## src/sv/sad_pkg.sv

```systemverilog
// Package for the sprite attribute decoder.
// Holds the decoded sprite type, position widths and the position constants.
// No dependencies.
package sad_pkg;

   localparam int unsigned CODE_WIDTH  = 10;
   localparam int unsigned POS_WIDTH   = 10;
   localparam int unsigned BYTE_WIDTH  = 8;
   localparam int unsigned COLOR_WIDTH = 2;
   localparam int unsigned IDX_WIDTH   = 2;

   typedef logic signed [POS_WIDTH-1:0] pos_type;
   typedef logic [IDX_WIDTH-1:0]        idx_type;

   localparam pos_type FLIP_ORIGIN = pos_type'(240);
   localparam pos_type WRAP_OFFSET = pos_type'(256);
   localparam pos_type DOUBLE_STEP = pos_type'(16);

   localparam idx_type IDX_LAST_SINGLE = idx_type'(1);
   localparam idx_type IDX_LAST_DOUBLE = idx_type'(3);

   // Attribute byte bit positions
   localparam int unsigned ATTR_CODE_HI = 7;
   localparam int unsigned ATTR_CODE_LO = 6;
   localparam int unsigned ATTR_DOUBLE  = 4;
   localparam int unsigned ATTR_COLOR_1 = 3;
   localparam int unsigned ATTR_FLIPX   = 2;
   localparam int unsigned ATTR_FLIPY   = 1;
   localparam int unsigned ATTR_COLOR_0 = 0;

   typedef struct packed {
      logic [CODE_WIDTH-1:0]  code;
      logic [COLOR_WIDTH-1:0] color;
      logic                   fx;
      logic                   fy;
      logic                   dbl;
      pos_type                sx;
      pos_type                ye;
      pos_type                yo;
   } sprite_type;

endpackage

```

## src/sv/sad_decode.sv

```systemverilog
// Entry decode stage of the sprite attribute decoder.
// Registers one decoded sprite entry; depends on sad_pkg.
module sad_decode
   import sad_pkg::*;
(
   input  logic                  clock,
   input  logic                  reset,
   input  logic                  screen_flipped,
   input  logic                  req_valid,
   output logic                  req_ready,
   input  logic [BYTE_WIDTH-1:0] req_pos_y,
   input  logic [BYTE_WIDTH-1:0] req_attributes,
   input  logic [BYTE_WIDTH-1:0] req_pos_x,
   input  logic [BYTE_WIDTH-1:0] req_tile_low,
   output logic                  spr_valid,
   output sprite_type            spr,
   input  logic                  spr_pop
);

   logic       valid_ff, valid_in;
   sprite_type spr_ff, spr_in;
   pos_type    x_ext, y_ext, sy;

   assign req_ready = !valid_ff || spr_pop;

   always_comb begin
      x_ext = pos_type'({{(POS_WIDTH-BYTE_WIDTH){1'b0}}, req_pos_x});
      y_ext = pos_type'({{(POS_WIDTH-BYTE_WIDTH){1'b0}}, req_pos_y});

      spr_in.code  = {req_attributes[ATTR_CODE_HI:ATTR_CODE_LO], req_tile_low};
      spr_in.color = {req_attributes[ATTR_COLOR_1], req_attributes[ATTR_COLOR_0]};
      spr_in.fx    = req_attributes[ATTR_FLIPX] ^ screen_flipped;
      spr_in.fy    = req_attributes[ATTR_FLIPY] ^ screen_flipped;
      spr_in.dbl   = req_attributes[ATTR_DOUBLE];
      spr_in.sx    = screen_flipped ? FLIP_ORIGIN - x_ext : x_ext;
      sy           = screen_flipped ? FLIP_ORIGIN - y_ext : y_ext;
      if (spr_in.dbl && screen_flipped) begin
         sy = sy - DOUBLE_STEP;
      end
      if (spr_in.dbl) begin
         spr_in.ye = spr_in.fy ? sy : sy + DOUBLE_STEP;
         spr_in.yo = spr_in.fy ? sy + DOUBLE_STEP : sy;
      end else begin
         spr_in.ye = sy;
         spr_in.yo = sy;
      end
   end

   always_comb begin
      valid_in = valid_ff;
      if (req_valid && req_ready) begin
         valid_in = 1'b1;
      end else if (spr_pop) begin
         valid_in = 1'b0;
      end
   end

   always_ff @(posedge clock) begin
      if (reset) begin
         valid_ff <= 1'b0;
      end else begin
         valid_ff <= valid_in;
      end
   end

   always_ff @(posedge clock) begin
      if (req_valid && req_ready) begin
         spr_ff <= spr_in;
      end
   end

   assign spr_valid = valid_ff;
   assign spr       = spr_ff;

endmodule

```

## src/sv/sad_emit.sv

```systemverilog
// Draw command sequencer and result register of the sprite attribute decoder.
// Steps through the two or four commands of a decoded sprite; depends on sad_pkg.
module sad_emit
   import sad_pkg::*;
(
   input  logic                   clock,
   input  logic                   reset,
   input  logic                   spr_valid,
   input  sprite_type             spr,
   output logic                   spr_pop,
   output logic                   rsp_valid,
   input  logic                   rsp_ready,
   output logic [CODE_WIDTH-1:0]  rsp_tile_code,
   output logic [COLOR_WIDTH-1:0] rsp_palette_sel,
   output logic                   rsp_mirror_x,
   output logic                   rsp_mirror_y,
   output pos_type                rsp_draw_x,
   output pos_type                rsp_draw_y,
   output logic                   rsp_last
);

   idx_type                idx_ff, idx_in;
   logic                   rsp_valid_ff, rsp_valid_in;
   logic [CODE_WIDTH-1:0]  tile_code_ff, tile_code_in;
   pos_type                draw_x_ff, draw_x_in;
   pos_type                draw_y_ff, draw_y_in;
   logic [COLOR_WIDTH-1:0] palette_sel_ff;
   logic                   mirror_x_ff, mirror_y_ff;
   logic                   last_ff, last_in;
   logic                   load;
   logic                   wrap;

   assign load    = !rsp_valid_ff || rsp_ready;
   assign spr_pop = load && spr_valid && last_in;

   always_comb begin
      if (spr.dbl) begin
         tile_code_in = {spr.code[CODE_WIDTH-1:1], idx_ff[0]};
         draw_y_in    = idx_ff[0] ? spr.yo : spr.ye;
         wrap         = idx_ff[1];
         last_in      = (idx_ff == IDX_LAST_DOUBLE);
      end else begin
         tile_code_in = spr.code;
         draw_y_in    = spr.ye;
         wrap         = idx_ff[0];
         last_in      = (idx_ff == IDX_LAST_SINGLE);
      end
      draw_x_in = wrap ? spr.sx - WRAP_OFFSET : spr.sx;
   end

   always_comb begin
      idx_in       = idx_ff;
      rsp_valid_in = rsp_valid_ff;
      if (load) begin
         rsp_valid_in = spr_valid;
         if (spr_valid) begin
            idx_in = last_in ? '0 : idx_ff + idx_type'(1);
         end
      end
   end

   always_ff @(posedge clock) begin
      if (reset) begin
         idx_ff       <= '0;
         rsp_valid_ff <= 1'b0;
      end else begin
         idx_ff       <= idx_in;
         rsp_valid_ff <= rsp_valid_in;
      end
   end

   always_ff @(posedge clock) begin
      if (load && spr_valid) begin
         tile_code_ff   <= tile_code_in;
         palette_sel_ff <= spr.color;
         mirror_x_ff    <= spr.fx;
         mirror_y_ff    <= spr.fy;
         draw_x_ff      <= draw_x_in;
         draw_y_ff      <= draw_y_in;
         last_ff        <= last_in;
      end
   end

   assign rsp_valid       = rsp_valid_ff;
   assign rsp_tile_code   = tile_code_ff;
   assign rsp_palette_sel = palette_sel_ff;
   assign rsp_mirror_x    = mirror_x_ff;
   assign rsp_mirror_y    = mirror_y_ff;
   assign rsp_draw_x      = draw_x_ff;
   assign rsp_draw_y      = draw_y_ff;
   assign rsp_last        = last_ff;

   a_idx_needs_sprite: assert property (@(posedge clock) disable iff (reset)
      idx_ff != '0 |-> spr_valid)
      else $error("command index advanced without a sprite held");

   a_single_two_cmds: assert property (@(posedge clock) disable iff (reset)
      spr_valid && !spr.dbl |-> idx_ff == '0 || idx_ff == IDX_LAST_SINGLE)
      else $error("single sprite stepped past its second command");

   a_hold_until_last: assert property (@(posedge clock) disable iff (reset)
      load && spr_valid && !last_in |=> spr_valid && idx_ff != '0)
      else $error("sprite dropped before its last command");

endmodule

```

## src/sv/sprite_attribute_decoder_unit.sv

```systemverilog
// Sprite attribute decoder, top level: screen flip register, entry decode stage
// and draw command sequencer. Depends on sad_pkg, sad_decode and sad_emit.
//
// Each accepted sprite entry yields two draw commands (single width) or four
// (double width), one per cycle on the rsp_ channel while rsp_ready is high; the
// entry is registered in the decode stage and each command in the result
// register. An entry can be accepted in the cycle its predecessor's last command
// is loaded, so a new entry is taken while the last one's final command is still
// in the result register. screen_flipped is written through the csr_ channel,
// which is always ready.
module sprite_attribute_decoder_unit
   import sad_pkg::*;
(
   input  logic                   clock,
   input  logic                   reset,
   input  logic                   csr_valid,
   output logic                   csr_ready,
   input  logic                   csr_screen_flipped,
   input  logic                   req_valid,
   output logic                   req_ready,
   input  logic [BYTE_WIDTH-1:0]  req_pos_y,
   input  logic [BYTE_WIDTH-1:0]  req_attributes,
   input  logic [BYTE_WIDTH-1:0]  req_pos_x,
   input  logic [BYTE_WIDTH-1:0]  req_tile_low,
   output logic                   rsp_valid,
   input  logic                   rsp_ready,
   output logic [CODE_WIDTH-1:0]  rsp_tile_code,
   output logic [COLOR_WIDTH-1:0] rsp_palette_sel,
   output logic                   rsp_mirror_x,
   output logic                   rsp_mirror_y,
   output pos_type                rsp_draw_x,
   output pos_type                rsp_draw_y,
   output logic                   rsp_last
);

   logic       screen_flipped_ff, screen_flipped_in;
   logic       spr_valid;
   logic       spr_pop;
   sprite_type spr;

   assign csr_ready         = 1'b1;
   assign screen_flipped_in = (csr_valid && csr_ready) ? csr_screen_flipped
                                                       : screen_flipped_ff;

   always_ff @(posedge clock) begin
      if (reset) begin
         screen_flipped_ff <= 1'b0;
      end else begin
         screen_flipped_ff <= screen_flipped_in;
      end
   end

   sad_decode u_decode (
      .clock          (clock),
      .reset          (reset),
      .screen_flipped (screen_flipped_ff),
      .req_valid      (req_valid),
      .req_ready      (req_ready),
      .req_pos_y      (req_pos_y),
      .req_attributes (req_attributes),
      .req_pos_x      (req_pos_x),
      .req_tile_low   (req_tile_low),
      .spr_valid      (spr_valid),
      .spr            (spr),
      .spr_pop        (spr_pop)
   );

   sad_emit u_emit (
      .clock           (clock),
      .reset           (reset),
      .spr_valid       (spr_valid),
      .spr             (spr),
      .spr_pop         (spr_pop),
      .rsp_valid       (rsp_valid),
      .rsp_ready       (rsp_ready),
      .rsp_tile_code   (rsp_tile_code),
      .rsp_palette_sel (rsp_palette_sel),
      .rsp_mirror_x    (rsp_mirror_x),
      .rsp_mirror_y    (rsp_mirror_y),
      .rsp_draw_x      (rsp_draw_x),
      .rsp_draw_y      (rsp_draw_y),
      .rsp_last        (rsp_last)
   );

endmodule

```

## config.mk

```make
export PLATFORM = sky130hd
export DESIGN_NAME = sprite_attribute_decoder_unit
export DESIGN_NICKNAME = d
export VERILOG_FILES = /design/src/sv/sad_pkg.sv /design/src/sv/sad_decode.sv /design/src/sv/sad_emit.sv /design/src/sv/sprite_attribute_decoder_unit.sv
export SDC_FILE = /design/constraint.sdc
export NUM_CORES = 1
export LEC_CHECK = 0
export BUFFER_PORTS_ARGS = -buffer_cell sky130_fd_sc_hd__clkbuf_2
export CAP_MARGIN = 5
export CORE_MARGIN = 5
export CORE_UTILIZATION = 25
export DETAILED_ROUTE_END_ITERATION = 10
export GPL_ROUTABILITY_DRIVEN = 0
export HOLD_SLACK_MARGIN = 0.15
export PLACE_DENSITY = 0.51
export REMOVE_ABC_BUFFERS = 1
export SLEW_MARGIN = 10
export SYNTH_ARGS = -nofsm -noshare
export SYNTH_HDL_FRONTEND = slang
export SYNTH_SLANG_ARGS = --single-unit
export TNS_END_PERCENT = 1
```

## constraint.sdc

```tcl
create_clock -name clock -period 8.4 [get_ports clock]
set_clock_uncertainty 0.2 [all_clocks]
set_input_delay 0.84 -clock clock [delete_from_list [all_inputs] [get_ports clock]]
set_output_delay 0.84 -clock clock [all_outputs]
set_load 0.05 [all_outputs]
```

==> impl_metrics.env <==
export IMPL_net_switching_power_mw=0.246
export IMPL_grt_pass1_wl_um=10200
export IMPL_clk_pin_slew_worst_paths_ns=0.06
export IMPL_synth_area_um2=3410
export IMPL_path_cells="clkbuf_2, inv_1, ha_1, nor3b_4, nand2_1, xor2_1, ha_1, nand2_1, nor3_1, o21ai_0, xor2_1, nor3_1, xnor2_1"
export IMPL_ir_drop_mv=0.0827
export IMPL_status="completed"
export IMPL_drive_gt1_share_pct=33.0
export IMPL_rows=42
export IMPL_drc_errors=0
export IMPL_synthTopCellsByArea="edfxtp_1 (66%), xnor2_1 (5.1%), dfxtp_1 (2.9%)"
export IMPL_cts_tree="done"
export IMPL_final_max_slew_viol_count=0
export IMPL_setup_viol=0
export IMPL_grt_ovfl_total=0
export IMPL_post_cts_setup_buffer_count=0
export IMPL_drv_cap=0
export IMPL_synth_warnings=0
export IMPL_holdBufCountCts=0
export IMPL_rsz0062_at_grt="false"
export IMPL_start_kind="input port"
export IMPL_p_leak_nw=1.59
export IMPL_clkPwrFrac_pct=38.3
export IMPL_grt_max_degree=41
export IMPL_htree_levels=3
export IMPL_syn_inst=238
export IMPL_internal_power_mw=0.738
export IMPL_criticalPathCategory="input port to register"
export IMPL_ys_async_sr_fraction_pct=0
export IMPL_diodes=0
export IMPL_antenna_found_initial=0
export IMPL_p_sw_share_pct=25.0
export IMPL_grt_pass1_vias=2063
export IMPL_fin_crit_ns=3.70
export IMPL_drtPass1Iterations=4
export IMPL_netlist_cell_type_count=40
export IMPL_place_ws_ns=4.30
export IMPL_die_area_um2=16100
export IMPL_ys_ff_latch=80
export IMPL_synthTopCellsByCount="edfxtp_1 (75), nand2_1 (23), xnor2_1 (20), inv_1 (10), nor2_1 (10)"
export IMPL_slowest_delay_ns=0.41
export IMPL_numPortBuffers=73
export IMPL_yosysTopAreaCell="edfxtp_1"
export IMPL_die_w_um=127
export IMPL_cts_resized=0
export IMPL_area_growth_pct=25.0
export IMPL_die_h_um=127
export IMPL_relSlewSlack_pct=25.0
export IMPL_crit_required_ns=8.26
export IMPL_io_pins=76
export IMPL_worst_slew_pin_slew_ns=1.12
export IMPL_seq_area_um2=2350
export IMPL_cts_root_buf="clkbuf_16"
export IMPL_fmax_mhz=271
export IMPL_cts_buffers=9
export IMPL_hp_class="register to register"
export IMPL_via_count=2039
export IMPL_arrival_ns=3.55
export IMPL_ant_nets=0
export IMPL_synth_top_area_share_pct=66.1
export IMPL_tns_ns=0
export IMPL_routed_wl_um=6360
export IMPL_crit_path_top_delay_cell="xor2_1"
export IMPL_synth_avg_cell_area_um2=14.3
export IMPL_final_hold_violation_count=0
export IMPL_critPathCaptureType="register"
export IMPL_p_seq_share_pct=48.8
export IMPL_filler_cell_count=1335
export IMPL_clock_latency_ns=0.32
export IMPL_core_area_um2=13300
export IMPL_worst_slack_ns=4.70
export IMPL_worstPathMaxFanout=7
export IMPL_synth_edf_count=75
export IMPL_grt_usage_pct=8.10
export IMPL_powerDensity_nw_per_um2=231
export IMPL_clock_sinks=80
export IMPL_vias_per_cell=4.15
export IMPL_ys_seq_area_share_pct=69.1
export IMPL_drt_iter0_markers=141
export IMPL_multi_input_area_um2=977
export IMPL_p_comb_share_pct=12.9
export IMPL_start_util_pct=25.6
export IMPL_clock_path_buffers=2
export IMPL_hpwl_um=4570
export IMPL_wl_per_cell_um=13.0
export IMPL_yosys_cell_count_top_type="edfxtp_1"
export IMPL_synth_ff_type="edfxtp_1"
export IMPL_layout_nets=353
export IMPL_period_share_pct=44.0
## cells in the final DEF, fill, tap and decap left out, types with 3 or more instances in the layout
master     synthesis  layout
a21oi_1            5       5
and3_1             3       3
clkbuf_16          0       9
clkbuf_2           0      73
dfxtp_1            5       5
edfxtp_1          75      75
ha_1               5       5
inv_1             10      10
mux2_2             8       8
nand2_1           23      23
nand2b_1           3       3
nand3_1            5       5
nor2_1            10      10
nor2b_1            5       3
nor3_1             4       4
nor4b_1            3       3
o21a_1             4       4
o21ai_0            9       9
xnor2_1           20      20
xor2_1             8       8
## routing by layer
| layer | up-vias | wire (um) | GRT usage [%] | share of wire, % |
|---|---|---|---|---|
| met4 | 0 | 91 | 4.10 | 1.4 |
| met1 | 969 | 2860 | 10.2 | 45 |
| li1 | 1004 | - | - | - |
| met2 | 59 | 3040 | 13.0 | 48 |
| met5 | - | 0 | 0 | 0 |
| met3 | 7 | 374 | 2.02 | 5.9 |
## area by class of cell
type / count / area share, %
clock buffers: 9 / 5.29
repair buffers: 74 / 8.76
well taps: 176 / 5.17
clock inverters: 7 / 1.68
flip-flops and latches: 80 / 55.3
inverters: 10 / 0.882
multi-input cells: 135 / 23.0
## worst paths after layout
kind | from | endpoint | slack (ns) | cells after the start
worst max-delay path | req_pos_y[1] | u_decode.spr[8] | 4.70 | 13
worst min register to register | u_decode.spr[22] | u_emit.rsp_draw_x[2] | 0.22 | 0
worst min-delay path | u_decode.spr[22] | u_emit.rsp_draw_x[2] | 0.22 | 0
worst max register to register | screen_flipped_ff | u_decode.spr[18] | 5.57 | 11
## worst max-delay path: cells and delay by family
kind                     cells  cell delay (ns)
XOR/XNOR                     3             0.96
AND/OR/NAND/NOR              5             0.96
adder cells (fa/ha/maj)      2             0.43
buffers and inverters        2             0.21
AO/OA/AOI/OAI                1             0.13
## through the flow
step | cells | util [%] | power, mW | hold WS (ns) | cell area, um2
after floorplan | 225 | - | 0.578 | 0.200 | 3350
after global placement | 475 | 29.8 | 0.617 | 0.202 | 3960
after detailed placement | 475 | 29.8 | 0.619 | 0.205 | 3960
after CTS | 491 | 32.0 | 1.00 | 0.220 | 4260
after global routing | 491 | 32.0 | 1.03 | 0.226 | 4260
final | 491 | 32.0 | 0.984 | 0.219 | 4260
## power by group through the flow
| stage | registers, mW | clock network, mW | logic (mW) |
|---|---|---|---|
| 2_1_floorplan | 0.531 | 0 | 0.0472 |
| 3_3_place_gp | 0.489 | 0 | 0.128 |
| 3_5_place_dp | 0.490 | 0 | 0.129 |
| 4_1_cts | 0.481 | 0.392 | 0.129 |
| 5_1_grt | 0.483 | 0.410 | 0.138 |
| 6_report | 0.481 | 0.377 | 0.127 |
## logic make-up (layout without fill, tap and decap cells)
family | count (synthesis) | count (layout) | synth area share (%)
flip-flops | 80 | 80 | 69.1
other | 1 | 1 | 0.110
XOR/XNOR | 28 | 28 | 7.20
adder cells (fa/ha/maj) | 5 | 5 | 1.84
AO/OA/AOI/OAI | 27 | 27 | 5.66
multiplexers | 10 | 10 | 3.23
AND/OR/NAND/NOR | 64 | 64 | 10.2
buffers and inverters | 23 | 100 | 2.68
## flip-flops by register name, indices dropped and copies added, names as in the netlist
name / cells
u_emit.rsp_palette_sel: 2
u_decode.spr: 40
screen_flipped_ff: 1
u_emit.rsp_draw_y: 10
u_emit.rsp_draw_x: 10
u_emit.rsp_mirror_y: 1
u_emit.rsp_mirror_x: 1
u_emit.rsp_last: 1
u_emit.rsp_valid: 1
u_decode.spr_valid: 1
u_emit.idx_ff: 2
u_emit.rsp_tile_code: 10
Power figures use the tool's default switching activity.
